<file path="src/rtl/assert_macros.svh">
`ifndef ASSERT_MACROS_SVH
`define ASSERT_MACROS_SVH

// same-cycle implication, sampled on clk, off while rst_n is low
`define CDA_ASSERT_NOW(label, ante, cons) \
    label: assert property (@(posedge clk) disable iff (!rst_n) (ante) |-> (cons)) \
        else $error("cda check failed");

// next-cycle implication, sampled on clk, off while rst_n is low
`define CDA_ASSERT_NEXT(label, ante, cons) \
    label: assert property (@(posedge clk) disable iff (!rst_n) (ante) |=> (cons)) \
        else $error("cda check failed");

`endif

</file>
<file path="src/rtl/cda_pkg.sv">
package cda_pkg;

    localparam int ACTION_W = 2;
    localparam int YEAR_W   = 16;
    localparam int MONTH_W  = 4;
    localparam int DAY_W    = 5;
    localparam int AMOUNT_W = 12;

    localparam int AMOUNT_BITS_DEFAULT = 12;
    localparam int YEAR_BITS_DEFAULT   = 16;

    localparam int YEAR_RESET      = 2000;
    localparam int MONTH_MIN       = 1;
    localparam int MONTH_MAX       = 12;
    localparam int MONTHS_PER_YEAR = 12;
    localparam int MONTH_FEB       = 2;
    localparam int FEB_LEAP_DAYS   = 29;
    localparam int LONG_MONTH_DAYS = 31;
    localparam int LEAP_CYCLE      = 400;
    localparam int CENTURY         = 100;
    localparam int REM400_W        = $clog2(LEAP_CYCLE);

    // day sum and month total never exceed 31 + max amount
    localparam int DSUM_W  = AMOUNT_W + 1;
    localparam int TOTAL_W = AMOUNT_W + 1;

    // divide by 12: floor(t * 682 / 2^13) is t/12 or one less for t < 2^13
    localparam int RECIP12       = 682;
    localparam int RECIP_W       = 10;
    localparam int RECIP12_SHIFT = 13;
    localparam int PROD_W        = TOTAL_W + RECIP_W;
    localparam int QUOT_W        = PROD_W - RECIP12_SHIFT;

    // year mod 400 = 16 * ((year >> 4) mod 25) + year[3:0], year up to 32 bits
    // floor(t * RECIP25 / 2^32) is t/25 or one less for t < 2^28
    localparam int MOD_EXT_W     = 32;
    localparam int MOD_LOW_BITS  = 4;
    localparam int LOW_MOD       = LEAP_CYCLE >> MOD_LOW_BITS;
    localparam int RECIP25       = 171798691;
    localparam int RECIP25_SHIFT = 32;
    localparam int MOD_STEPS     = 2;

    localparam int QUEUE_DEPTH = 2;

    localparam logic [DAY_W-1:0] MONTH_LEN [0:12] =
        '{5'd0, 5'd31, 5'd28, 5'd31, 5'd30, 5'd31, 5'd30,
          5'd31, 5'd31, 5'd30, 5'd31, 5'd30, 5'd31};

    typedef enum logic [ACTION_W-1:0] {
        ACT_SET        = 2'd0,
        ACT_ADD_DAYS   = 2'd1,
        ACT_ADD_MONTHS = 2'd2,
        ACT_ADD_YEARS  = 2'd3
    } action_t;

    typedef struct packed {
        logic [ACTION_W-1:0] action;
        logic [YEAR_W-1:0]   new_year;
        logic [MONTH_W-1:0]  new_month;
        logic [DAY_W-1:0]    new_day;
        logic [AMOUNT_W-1:0] amount;
    } req_item_t;

    typedef struct packed {
        logic [YEAR_W-1:0]  cur_year;
        logic [MONTH_W-1:0] cur_month;
        logic [DAY_W-1:0]   cur_day;
        logic               year_wrapped;
    } res_item_t;

    // classified command as it waits between front and back
    typedef struct packed {
        action_t             action;
        logic [YEAR_W-1:0]   year;
        logic [MONTH_W-1:0]  month;
        logic [DAY_W-1:0]    day;
        logic [AMOUNT_W-1:0] amount;
    } cmd_t;

    typedef enum logic [2:0] {
        B_IDLE,
        B_DAYS,
        B_MDIV,
        B_MFIX,
        B_YADD,
        B_MOD,
        B_CLAMP,
        B_OUT
    } back_state_t;

    function automatic logic is_leap(input logic [REM400_W-1:0] rem);
        logic leap;
        leap = (rem[1:0] == 2'd0)
            && (rem != REM400_W'(CENTURY))
            && (rem != REM400_W'(2 * CENTURY))
            && (rem != REM400_W'(3 * CENTURY));
        return leap;
    endfunction

    function automatic logic [DAY_W-1:0] days_in(input logic [MONTH_W-1:0] month,
                                                 input logic leap);
        logic [DAY_W-1:0] len;
        if (month == MONTH_W'(MONTH_FEB) && leap)
            len = DAY_W'(FEB_LEAP_DAYS);
        else if (month < MONTH_W'(MONTH_MIN) || month > MONTH_W'(MONTH_MAX))
            len = DAY_W'(LONG_MONTH_DAYS);
        else
            len = MONTH_LEN[month];
        return len;
    endfunction

endpackage

</file>
<file path="src/rtl/cda_fifo.sv">
module cda_fifo (
    input  logic          clk,
    input  logic          rst_n,
    input  logic          wr_en,
    input  cda_pkg::cmd_t wr_data,
    output logic          full,
    output logic          rd_valid,
    output cda_pkg::cmd_t rd_data,
    input  logic          rd_en
);

    localparam int DEPTH = cda_pkg::QUEUE_DEPTH;
    localparam int PTR_W = (DEPTH > 1) ? $clog2(DEPTH) : 1;
    localparam int CNT_W = $clog2(DEPTH + 1);

    cda_pkg::cmd_t    mem_reg [DEPTH];
    logic [PTR_W-1:0] wr_ptr_reg, wr_ptr_next;
    logic [PTR_W-1:0] rd_ptr_reg, rd_ptr_next;
    logic [CNT_W-1:0] count_reg, count_next;
    logic             do_wr, do_rd;

    assign full     = (count_reg == CNT_W'(DEPTH));
    assign rd_valid = (count_reg != '0);
    assign rd_data  = mem_reg[rd_ptr_reg];
    assign do_wr    = wr_en && !full;
    assign do_rd    = rd_en && rd_valid;

    always_comb
    begin
        wr_ptr_next = wr_ptr_reg;
        rd_ptr_next = rd_ptr_reg;
        count_next  = count_reg;
        if (do_wr)
        begin
            wr_ptr_next = (wr_ptr_reg == PTR_W'(DEPTH - 1)) ? '0 : wr_ptr_reg + 1'b1;
        end
        if (do_rd)
        begin
            rd_ptr_next = (rd_ptr_reg == PTR_W'(DEPTH - 1)) ? '0 : rd_ptr_reg + 1'b1;
        end
        if (do_wr && !do_rd)
            count_next = count_reg + 1'b1;
        else if (do_rd && !do_wr)
            count_next = count_reg - 1'b1;
    end

    always_ff @(posedge clk or negedge rst_n)
    begin
        if (!rst_n)
        begin
            wr_ptr_reg <= '0;
            rd_ptr_reg <= '0;
            count_reg  <= '0;
        end
        else
        begin
            wr_ptr_reg <= wr_ptr_next;
            rd_ptr_reg <= rd_ptr_next;
            count_reg  <= count_next;
        end
    end

    always_ff @(posedge clk)
    begin
        if (do_wr)
            mem_reg[wr_ptr_reg] <= wr_data;
    end

endmodule

</file>
<file path="src/rtl/cda_front.sv">
module cda_front #(
    parameter int AMOUNT_BITS = cda_pkg::AMOUNT_BITS_DEFAULT
) (
    input  logic               clk,
    input  logic               rst_n,
    input  logic               push,
    input  cda_pkg::req_item_t request,
    output logic               full,
    output logic               cmd_valid,
    output cda_pkg::cmd_t      cmd,
    input  logic               cmd_pop
);

    cda_pkg::cmd_t            cmd_in;
    logic [AMOUNT_BITS-1:0]   amount_cut;

    // month clamped on the way in, amount cut to the configured width
    always_comb
    begin
        amount_cut    = AMOUNT_BITS'(request.amount);
        cmd_in.action = cda_pkg::action_t'(request.action);
        cmd_in.year   = request.new_year;
        cmd_in.day    = request.new_day;
        cmd_in.amount = cda_pkg::AMOUNT_W'(amount_cut);
        if (request.new_month < cda_pkg::MONTH_W'(cda_pkg::MONTH_MIN))
            cmd_in.month = cda_pkg::MONTH_W'(cda_pkg::MONTH_MIN);
        else if (request.new_month > cda_pkg::MONTH_W'(cda_pkg::MONTH_MAX))
            cmd_in.month = cda_pkg::MONTH_W'(cda_pkg::MONTH_MAX);
        else
            cmd_in.month = request.new_month;
    end

    cda_fifo u_queue (
        .clk      (clk),
        .rst_n    (rst_n),
        .wr_en    (push),
        .wr_data  (cmd_in),
        .full     (full),
        .rd_valid (cmd_valid),
        .rd_data  (cmd),
        .rd_en    (cmd_pop)
    );

endmodule

</file>
<file path="src/rtl/cda_mod400.sv">
module cda_mod400 #(
    parameter int YEAR_BITS = cda_pkg::YEAR_BITS_DEFAULT
) (
    input  logic                         clk,
    input  logic                         rst_n,
    input  logic                         start,
    input  logic [YEAR_BITS-1:0]         value,
    output logic                         busy,
    output logic [cda_pkg::REM400_W-1:0] rem
);

    localparam int REM_W  = cda_pkg::REM400_W;
    localparam int EXT_W  = cda_pkg::MOD_EXT_W;
    localparam int LOW_W  = cda_pkg::MOD_LOW_BITS;
    localparam int HI_W   = EXT_W - LOW_W;
    localparam int MP_W   = 2 * HI_W;
    localparam int QE_W   = MP_W - cda_pkg::RECIP25_SHIFT;
    localparam int STEP_W = $clog2(cda_pkg::MOD_STEPS + 1);

    logic [EXT_W-1:0]  val_reg, val_next;
    logic [MP_W-1:0]   prod_reg, prod_next;
    logic [REM_W-1:0]  rem_reg, rem_next;
    logic [STEP_W-1:0] step_reg, step_next;
    logic [HI_W-1:0]   hi;
    logic [QE_W-1:0]   q_est;
    logic [HI_W-1:0]   r_est;
    logic [HI_W-1:0]   r_fix;

    assign busy  = (step_reg != '0);
    assign rem   = rem_reg;
    assign hi    = val_reg[EXT_W-1:LOW_W];
    assign q_est = prod_reg[MP_W-1:cda_pkg::RECIP25_SHIFT];
    // hi - 25 * q_est, shifts only; one subtract brings it below 25
    assign r_est = hi - HI_W'({q_est, 4'b0000}) - HI_W'({q_est, 3'b000}) - HI_W'(q_est);
    assign r_fix = (r_est >= HI_W'(cda_pkg::LOW_MOD)) ? r_est - HI_W'(cda_pkg::LOW_MOD)
                                                      : r_est;

    always_comb
    begin
        val_next  = val_reg;
        prod_next = prod_reg;
        rem_next  = rem_reg;
        step_next = step_reg;
        if (start)
        begin
            val_next  = EXT_W'(value);
            step_next = STEP_W'(cda_pkg::MOD_STEPS);
        end
        else if (step_reg == STEP_W'(cda_pkg::MOD_STEPS))
        begin
            prod_next = MP_W'(hi) * MP_W'(cda_pkg::RECIP25);
            step_next = step_reg - 1'b1;
        end
        else if (busy)
        begin
            rem_next  = {r_fix[REM_W-LOW_W-1:0], val_reg[LOW_W-1:0]};
            step_next = step_reg - 1'b1;
        end
    end

    always_ff @(posedge clk or negedge rst_n)
    begin
        if (!rst_n)
            step_reg <= '0;
        else
            step_reg <= step_next;
    end

    always_ff @(posedge clk)
    begin
        val_reg  <= val_next;
        prod_reg <= prod_next;
        rem_reg  <= rem_next;
    end

endmodule

</file>
<file path="src/rtl/cda_back.sv">
module cda_back #(
    parameter int YEAR_BITS = cda_pkg::YEAR_BITS_DEFAULT
) (
    input  logic               clk,
    input  logic               rst_n,
    input  logic               cmd_valid,
    input  cda_pkg::cmd_t      cmd,
    output logic               cmd_pop,
    output logic               res_valid,
    output cda_pkg::res_item_t res,
    input  logic               res_pop
);

    localparam int MONTH_W = cda_pkg::MONTH_W;
    localparam int DAY_W   = cda_pkg::DAY_W;
    localparam int REM_W   = cda_pkg::REM400_W;
    localparam int DSUM_W  = cda_pkg::DSUM_W;
    localparam int TOTAL_W = cda_pkg::TOTAL_W;
    localparam int PROD_W  = cda_pkg::PROD_W;
    localparam int QUOT_W  = cda_pkg::QUOT_W;
    localparam int AMT_W   = cda_pkg::AMOUNT_W;

    cda_pkg::back_state_t state_reg, state_next;

    logic [YEAR_BITS-1:0] year_reg, year_next;
    logic [MONTH_W-1:0]   month_reg, month_next;
    logic [DAY_W-1:0]     day_reg, day_next;
    logic [REM_W-1:0]     rem_reg, rem_next;
    logic                 wrap_reg, wrap_next;
    logic [DSUM_W-1:0]    dsum_reg, dsum_next;
    logic [TOTAL_W-1:0]   total_reg, total_next;
    logic [PROD_W-1:0]    prod_reg, prod_next;
    logic [AMT_W-1:0]     addend_reg, addend_next;
    logic                 res_valid_reg, res_valid_next;
    cda_pkg::res_item_t   res_reg, res_next;

    logic                 mod_start;
    logic [YEAR_BITS-1:0] mod_value;
    logic                 mod_busy;
    logic [REM_W-1:0]     mod_rem;

    logic                 leap;
    logic [DAY_W-1:0]     len;
    logic [DSUM_W-1:0]    len_ext;
    logic                 days_fit;
    logic [YEAR_BITS:0]   year_inc;
    logic [YEAR_BITS:0]   year_sum;
    logic [QUOT_W-1:0]    q_est;
    logic [TOTAL_W-1:0]   r_est;
    logic                 r_over;
    logic                 res_free;

    assign leap     = cda_pkg::is_leap(rem_reg);
    assign len      = cda_pkg::days_in(month_reg, leap);
    assign len_ext  = DSUM_W'(len);
    assign days_fit = (dsum_reg <= len_ext);
    assign year_inc = {1'b0, year_reg} + (YEAR_BITS + 1)'(1);
    assign year_sum = {1'b0, year_reg} + (YEAR_BITS + 1)'(addend_reg);
    assign q_est    = prod_reg[PROD_W-1:cda_pkg::RECIP12_SHIFT];
    // total - 12 * q_est, shifts only
    assign r_est    = total_reg - TOTAL_W'({q_est, 3'b000}) - TOTAL_W'({q_est, 2'b00});
    assign r_over   = (r_est >= TOTAL_W'(cda_pkg::MONTHS_PER_YEAR));
    assign res_free = !res_valid_reg || res_pop;

    assign cmd_pop   = (state_reg == cda_pkg::B_IDLE) && cmd_valid;
    assign res_valid = res_valid_reg;
    assign res       = res_reg;

    cda_mod400 #(
        .YEAR_BITS (YEAR_BITS)
    ) u_mod400 (
        .clk   (clk),
        .rst_n (rst_n),
        .start (mod_start),
        .value (mod_value),
        .busy  (mod_busy),
        .rem   (mod_rem)
    );

    always_comb
    begin
        state_next = state_reg;
        unique case (state_reg)
            cda_pkg::B_IDLE:
            begin
                if (cmd_valid)
                begin
                    unique case (cmd.action)
                        cda_pkg::ACT_SET:        state_next = cda_pkg::B_MOD;
                        cda_pkg::ACT_ADD_DAYS:   state_next = cda_pkg::B_DAYS;
                        cda_pkg::ACT_ADD_MONTHS: state_next = cda_pkg::B_MDIV;
                        default:                 state_next = cda_pkg::B_YADD;
                    endcase
                end
            end
            cda_pkg::B_DAYS:
            begin
                if (days_fit)
                    state_next = cda_pkg::B_OUT;
            end
            cda_pkg::B_MDIV:  state_next = cda_pkg::B_MFIX;
            cda_pkg::B_MFIX:  state_next = cda_pkg::B_YADD;
            cda_pkg::B_YADD:  state_next = cda_pkg::B_MOD;
            cda_pkg::B_MOD:
            begin
                if (!mod_busy)
                    state_next = cda_pkg::B_CLAMP;
            end
            cda_pkg::B_CLAMP: state_next = cda_pkg::B_OUT;
            cda_pkg::B_OUT:
            begin
                if (res_free)
                    state_next = cda_pkg::B_IDLE;
            end
            default:          state_next = cda_pkg::B_IDLE;
        endcase
    end

    always_comb
    begin
        year_next      = year_reg;
        month_next     = month_reg;
        day_next       = day_reg;
        rem_next       = rem_reg;
        wrap_next      = wrap_reg;
        dsum_next      = dsum_reg;
        total_next     = total_reg;
        prod_next      = prod_reg;
        addend_next    = addend_reg;
        res_valid_next = res_valid_reg && !res_pop;
        res_next       = res_reg;
        mod_start      = 1'b0;
        mod_value      = year_sum[YEAR_BITS-1:0];

        unique case (state_reg)
            cda_pkg::B_IDLE:
            begin
                if (cmd_valid)
                begin
                    wrap_next   = 1'b0;
                    dsum_next   = DSUM_W'(day_reg) + DSUM_W'(cmd.amount);
                    total_next  = TOTAL_W'(month_reg) - TOTAL_W'(cda_pkg::MONTH_MIN)
                                + TOTAL_W'(cmd.amount);
                    addend_next = cmd.amount;
                    if (cmd.action == cda_pkg::ACT_SET)
                    begin
                        year_next  = YEAR_BITS'(cmd.year);
                        month_next = cmd.month;
                        day_next   = cmd.day;
                        mod_start  = 1'b1;
                        mod_value  = YEAR_BITS'(cmd.year);
                    end
                end
            end
            cda_pkg::B_DAYS:
            begin
                // one month walked per cycle
                if (days_fit)
                begin
                    day_next = DAY_W'(dsum_reg);
                end
                else
                begin
                    dsum_next = dsum_reg - len_ext;
                    if (month_reg == MONTH_W'(cda_pkg::MONTH_MAX))
                    begin
                        month_next = MONTH_W'(cda_pkg::MONTH_MIN);
                        year_next  = year_inc[YEAR_BITS-1:0];
                        if (year_inc[YEAR_BITS])
                        begin
                            wrap_next = 1'b1;
                            rem_next  = '0;
                        end
                        else if (rem_reg == REM_W'(cda_pkg::LEAP_CYCLE - 1))
                            rem_next = '0;
                        else
                            rem_next = rem_reg + 1'b1;
                    end
                    else
                    begin
                        month_next = month_reg + 1'b1;
                    end
                end
            end
            cda_pkg::B_MDIV:
            begin
                prod_next = PROD_W'(total_reg) * PROD_W'(cda_pkg::RECIP12);
            end
            cda_pkg::B_MFIX:
            begin
                if (r_over)
                begin
                    addend_next = AMT_W'(q_est) + 1'b1;
                    month_next  = MONTH_W'(r_est - TOTAL_W'(cda_pkg::MONTHS_PER_YEAR))
                                + MONTH_W'(cda_pkg::MONTH_MIN);
                end
                else
                begin
                    addend_next = AMT_W'(q_est);
                    month_next  = MONTH_W'(r_est) + MONTH_W'(cda_pkg::MONTH_MIN);
                end
            end
            cda_pkg::B_YADD:
            begin
                year_next = year_sum[YEAR_BITS-1:0];
                wrap_next = wrap_reg || year_sum[YEAR_BITS];
                mod_start = 1'b1;
            end
            cda_pkg::B_MOD:
            begin
                if (!mod_busy)
                    rem_next = mod_rem;
            end
            cda_pkg::B_CLAMP:
            begin
                if (day_reg > len)
                    day_next = len;
                else if (day_reg == '0)
                    day_next = DAY_W'(1);
            end
            cda_pkg::B_OUT:
            begin
                if (res_free)
                begin
                    res_valid_next        = 1'b1;
                    res_next.cur_year     = cda_pkg::YEAR_W'(year_reg);
                    res_next.cur_month    = month_reg;
                    res_next.cur_day      = day_reg;
                    res_next.year_wrapped = wrap_reg;
                end
            end
            default:
            begin
                res_next = res_reg;
            end
        endcase
    end

    always_ff @(posedge clk or negedge rst_n)
    begin
        if (!rst_n)
        begin
            state_reg     <= cda_pkg::B_IDLE;
            year_reg      <= YEAR_BITS'(cda_pkg::YEAR_RESET);
            month_reg     <= MONTH_W'(cda_pkg::MONTH_MIN);
            day_reg       <= DAY_W'(1);
            rem_reg       <= REM_W'(cda_pkg::YEAR_RESET % cda_pkg::LEAP_CYCLE);
            wrap_reg      <= 1'b0;
            res_valid_reg <= 1'b0;
        end
        else
        begin
            state_reg     <= state_next;
            year_reg      <= year_next;
            month_reg     <= month_next;
            day_reg       <= day_next;
            rem_reg       <= rem_next;
            wrap_reg      <= wrap_next;
            res_valid_reg <= res_valid_next;
        end
    end

    always_ff @(posedge clk)
    begin
        dsum_reg   <= dsum_next;
        total_reg  <= total_next;
        prod_reg   <= prod_next;
        addend_reg <= addend_next;
        res_reg    <= res_next;
    end

endmodule

</file>
<file path="src/rtl/calendar_date_adder.sv">
// channel   dir  handshake              payload
// request   in   push, taken when !full  cda_pkg::req_item_t
// result    out  pop, offered when !empty cda_pkg::res_item_t
//
// one item at a time in the back end; up to two items wait in the front queue
// set date passes the mod-400 unit and the day clamp; add years first adds the years,
// then does the same; add months divides by 12 before that; the mod-400 unit uses a
// reciprocal multiply and one fix-up; add days walks one month at a time instead
// reset loads 2000-01-01; a waiting result holds while pop is low, and the
// front keeps taking items until its queue is full
`include "assert_macros.svh"

module calendar_date_adder #(
    parameter int AMOUNT_BITS = cda_pkg::AMOUNT_BITS_DEFAULT,
    parameter int YEAR_BITS   = cda_pkg::YEAR_BITS_DEFAULT
) (
    input  logic               clk,
    input  logic               rst_n,
    input  logic               push,
    output logic               full,
    input  cda_pkg::req_item_t request,
    output logic               empty,
    input  logic               pop,
    output cda_pkg::res_item_t result
);

    logic          cmd_valid;
    logic          cmd_pop;
    cda_pkg::cmd_t cmd;
    logic          res_valid;

    assign empty = !res_valid;

    cda_front #(
        .AMOUNT_BITS (AMOUNT_BITS)
    ) u_front (
        .clk       (clk),
        .rst_n     (rst_n),
        .push      (push),
        .request   (request),
        .full      (full),
        .cmd_valid (cmd_valid),
        .cmd       (cmd),
        .cmd_pop   (cmd_pop)
    );

    cda_back #(
        .YEAR_BITS (YEAR_BITS)
    ) u_back (
        .clk       (clk),
        .rst_n     (rst_n),
        .cmd_valid (cmd_valid),
        .cmd       (cmd),
        .cmd_pop   (cmd_pop),
        .res_valid (res_valid),
        .res       (result),
        .res_pop   (pop)
    );

    `CDA_ASSERT_NOW(a_month_range, !empty, (result.cur_month >= 4'd1) && (result.cur_month <= 4'd12))
    `CDA_ASSERT_NOW(a_day_nonzero, !empty, result.cur_day != 5'd0)
    `CDA_ASSERT_NEXT(a_push_queued, push && !full, cmd_valid)

endmodule

</file>
<file path="config.mk">
export PLATFORM = sky130hd
export DESIGN_NAME = calendar_date_adder
export DESIGN_NICKNAME = d
export VERILOG_FILES = /design/src/rtl/cda_pkg.sv /design/src/rtl/cda_fifo.sv /design/src/rtl/cda_front.sv /design/src/rtl/cda_mod400.sv /design/src/rtl/cda_back.sv /design/src/rtl/calendar_date_adder.sv
export VERILOG_INCLUDE_DIRS = /design/src /design/src/rtl
export SDC_FILE = /design/constraint.sdc
export NUM_CORES = 1
export LEC_CHECK = 0
export BUFFER_PORTS_ARGS = -buffer_cell sky130_fd_sc_hd__buf_4
export CAP_MARGIN = 20
export CORE_MARGIN = 4
export CORE_UTILIZATION = 30
export CTS_CLUSTER_SIZE = 16
export DETAILED_ROUTE_END_ITERATION = 16
export RECOVER_POWER = 100
export SKIP_CTS_REPAIR_TIMING = 1
export SYNTH_ARGS = -nofsm -noshare
export SYNTH_HDL_FRONTEND = slang
export SYNTH_SLANG_ARGS = --single-unit
</file>
<file path="constraint.sdc">
create_clock -name clk -period 8.1 [get_ports clk]
set_input_delay 0.405 -clock clk [delete_from_list [all_inputs] [get_ports clk]]
set_output_delay 0.405 -clock clk [all_outputs]
set_load 0.01 [all_outputs]
</file>
==> qor.csv <==
stage,metric,value,unit
outcome,run_status,"complete, but fails checks",
outcome,violations,"max-capacitance violations, max-slew violations",
synth,synth_top_family_by_area,adder cells,
synth,synth_common_cells,"inv_1 (309), ha_1 (263), edfxtp_1 (185)",
grt,grt_pass1_wl,78.6,mm
critical_path,reg2reg_from,u_front.u_queue.rd_ptr_reg,
clock_tree,cts_tree,built,
sta,slew_headroom,-86.8,%
place,portBuffers,70,
critical_path,path_max_fanout,30,
clock_tree,max-clock-path-buffers,3,
synth,synth_edf_count,185,
layout,multi_input_area,0.0117,sq mm
critical_path,reg2reg_to,u_back.year_reg[13],
grt,grt_pass1_vias,14549,
critical_path,critPathLaunch,u_front.u_queue.rd_ptr_reg,
place,place_area,0.0214,sq mm
critical_path,worstPathRequired,8.53,ns
synth,synthCells,1874,
place,gp_congestion,0.894,
routing,vias,13778,
critical_path,crit_type,flop to flop,
layout,final_nets,2394,
layout,n_antenna_cell,0,
clock_tree,clock_latency,0.56,ns
hold_path,hold_path.class,input pin to flop,
grt,grt_start_max_net_pins,46,
synth,avgSynthCellArea,10.6,sq um
routing,wirelength,50.0,mm
sta,slew_viol_final,107,
routing,ant_nets,0,
die,initial_utilization,30.3,%
sta,fin_setup_tns,0,ns
clock_tree,h-tree-depth,1,
synth,yosysSeqAreaShare,33.6,%
synth,synth_fp_nets,2318,
die,floorplan.io_pins,71,
synth,synth_xor_area_share,4.53,%
synth,synth_top_area_share,27.9,%
clock_tree,cts_buffers,28,
critical_path,rr_worst_depth,10,
layout,register_area,0.00669,sq mm
layout,syn_to_final_growth,11.0,%
critical_path,arrival,6.39,ns
clock_tree,numClockSinks,230,
grt,overflow,0,
synth,synth-simple-area-share,9.19,%
sta,setup_violations,0,
die,die_height,266,microns
sta,fin_skew,0.0305,ns
clock_tree,root_buffer,clkbuf_16,
die,core,0.0657,sq mm
die,die_w,266,microns
synth,yosys.area.top_type,edfxtp_1,
layout,fillCellCount,6606,
run,maxCapViolCount,3,
layout,largest_register_ff_count,78,
synth,ys_seq_elements,230,
sta,rsz0062_at_grt,false,
critical_path,startpoint_type,flop,
sta,max_freq,0.168,GHz
layout,fin_area,0.0221,sq mm
place,dp_hpwl,40.2,mm
sta,hold_viol_final,0,
die,die_area,0.0706,sq mm
synth,ys.flop_type,edfxtp_1,
sta,tightest_slew,2.80,ns
critical_path,reg2reg_slack,2.14,ns
clock_tree,clk_pin_slew,0.06,ns
synth,ys_types,94,
synth,synthAdderAreaFrac,30.4,%
grt,grt_usage,13.9,%
routing,drt_iter0_drc,855,
synth,synthArstFlopShare,19.6,%
synth,synth.most_common_cell,inv_1,
sta,min_period_over_period,73.6,%
die,std_cell_rows,94,
synth,synth-compound-area-share,12.5,%
routing,drc,0,
critical_path,crit_end,u_back.year_reg[13],
synth,synth_area,0.0199,sq mm
sta,period_minus_slack,5.96,ns
synth,ys_top_cells_by_area,"edfxtp_1 (28%), ha_1 (17%), fa_1 (14%), inv_1 (5.8%), dfrtp_1 (4.6%)",
synth,synth_mux_area_share,2.80,%
critical_path,end_kind,flop,
routing,drt-vias-per-instance,4.86,
layout,drive_gt1_share,6.24,%
layout,final_core_util,33.6,%
synth,yosysWarnings,0,
routing,first_pass_iters,5,
routing,wl_per_cell,17.6,microns
grt,antenna_found_initial,0,
-- placed cells by master (no fill, tap or decap), types with 16 or more instances in the layout --
| cell | instances |
|---|---|
| mux2i_1 | 26 |
| nor2_1 | 116 |
| nand2_1 | 86 |
| xor2_1 | 35 |
| o21a_1 | 25 |
| clkbuf_16 | 28 |
| inv_1 | 311 |
| o21ai_0 | 71 |
| a21oi_1 | 116 |
| and3_1 | 19 |
| edfxtp_1 | 185 |
| nor3_1 | 24 |
| a21o_1 | 28 |
| clkbuf_4 | 23 |
| ha_1 | 263 |
| mux2_2 | 18 |
| fa_1 | 138 |
| xnor2_1 | 68 |
| dfrtp_1 | 37 |
| nor2b_1 | 16 |
| nand3_1 | 30 |
| clkbuf_1 | 56 |
-- area by class of cell --
cell class              count  area share (%)
clock buffers              36            3.44
clock inverters            16            1.13
inverters                 312            5.30
multi-input cells        1293            52.9
flip-flops and latches    230            30.3
well taps                 864            4.89
repair buffers             85            2.07
-- through the flow --
stage	hold WS, ns	setup WS [ns]	instances
after global routing	0.0247	1.66	2836
after detailed placement	0.406	2.51	2778
after floorplan	0.109	2.90	1874
final	0.0505	2.14	2836
after CTS	-0.120	2.49	2830
after global placement	0.410	2.64	2778
-- how the worst min path moves through the flow --
stage                                     from                             end  slack, ns  cells after the start
global placement    u_back.u_mod400.val_reg[0]          u_back.u_mod400.rem[0]       0.41                      0
finish                              request[0]   u_front.u_queue.mem_reg[1][0]       0.05                      1
detailed placement  u_back.u_mod400.val_reg[0]          u_back.u_mod400.rem[0]       0.41                      0
floorplan                                rst_n               u_back.day_reg[1]       0.11                      0
global route                       request[15]  u_front.u_queue.mem_reg[0][15]       0.02                      1
CTS                                      rst_n               u_back.day_reg[3]      -0.12                      1
-- critical path, stage by stage (launching register included) --
cell      delay [ns]
dfrtp_1         1.07
clkbuf_1        1.13
mux2i_1         0.42
ha_1            0.28
nand2_1         0.06
clkbuf_1        0.58
a211o_1         0.52
inv_1           0.62
a31o_1          0.70
o21ai_0         0.20
a21o_1          0.22
-- cells by family (layout without fill, tap and decap cells) --
| group | Yosys count | after routing |
|---|---|---|
| flops | 230 | 230 |
| fa+ha+maj | 401 | 401 |
| simple gates | 369 | 369 |
| mux | 51 | 51 |
| buf+inv | 351 | 449 |
| xor+xnor | 103 | 103 |
| compound gates | 369 | 369 |
-- per-layer routing --
metal  up-vias  wire, microns  GRT usage [%]
li1       6639              -              -
met1      6791          21900           18.2
met2       285          24600           24.7
met3        63           2390           2.14
met4         0           1010           2.58
met5         -              0              0
Power is not shown: default switching activity piles up to over one toggle a cycle in this logic, so the estimate is an artifact.
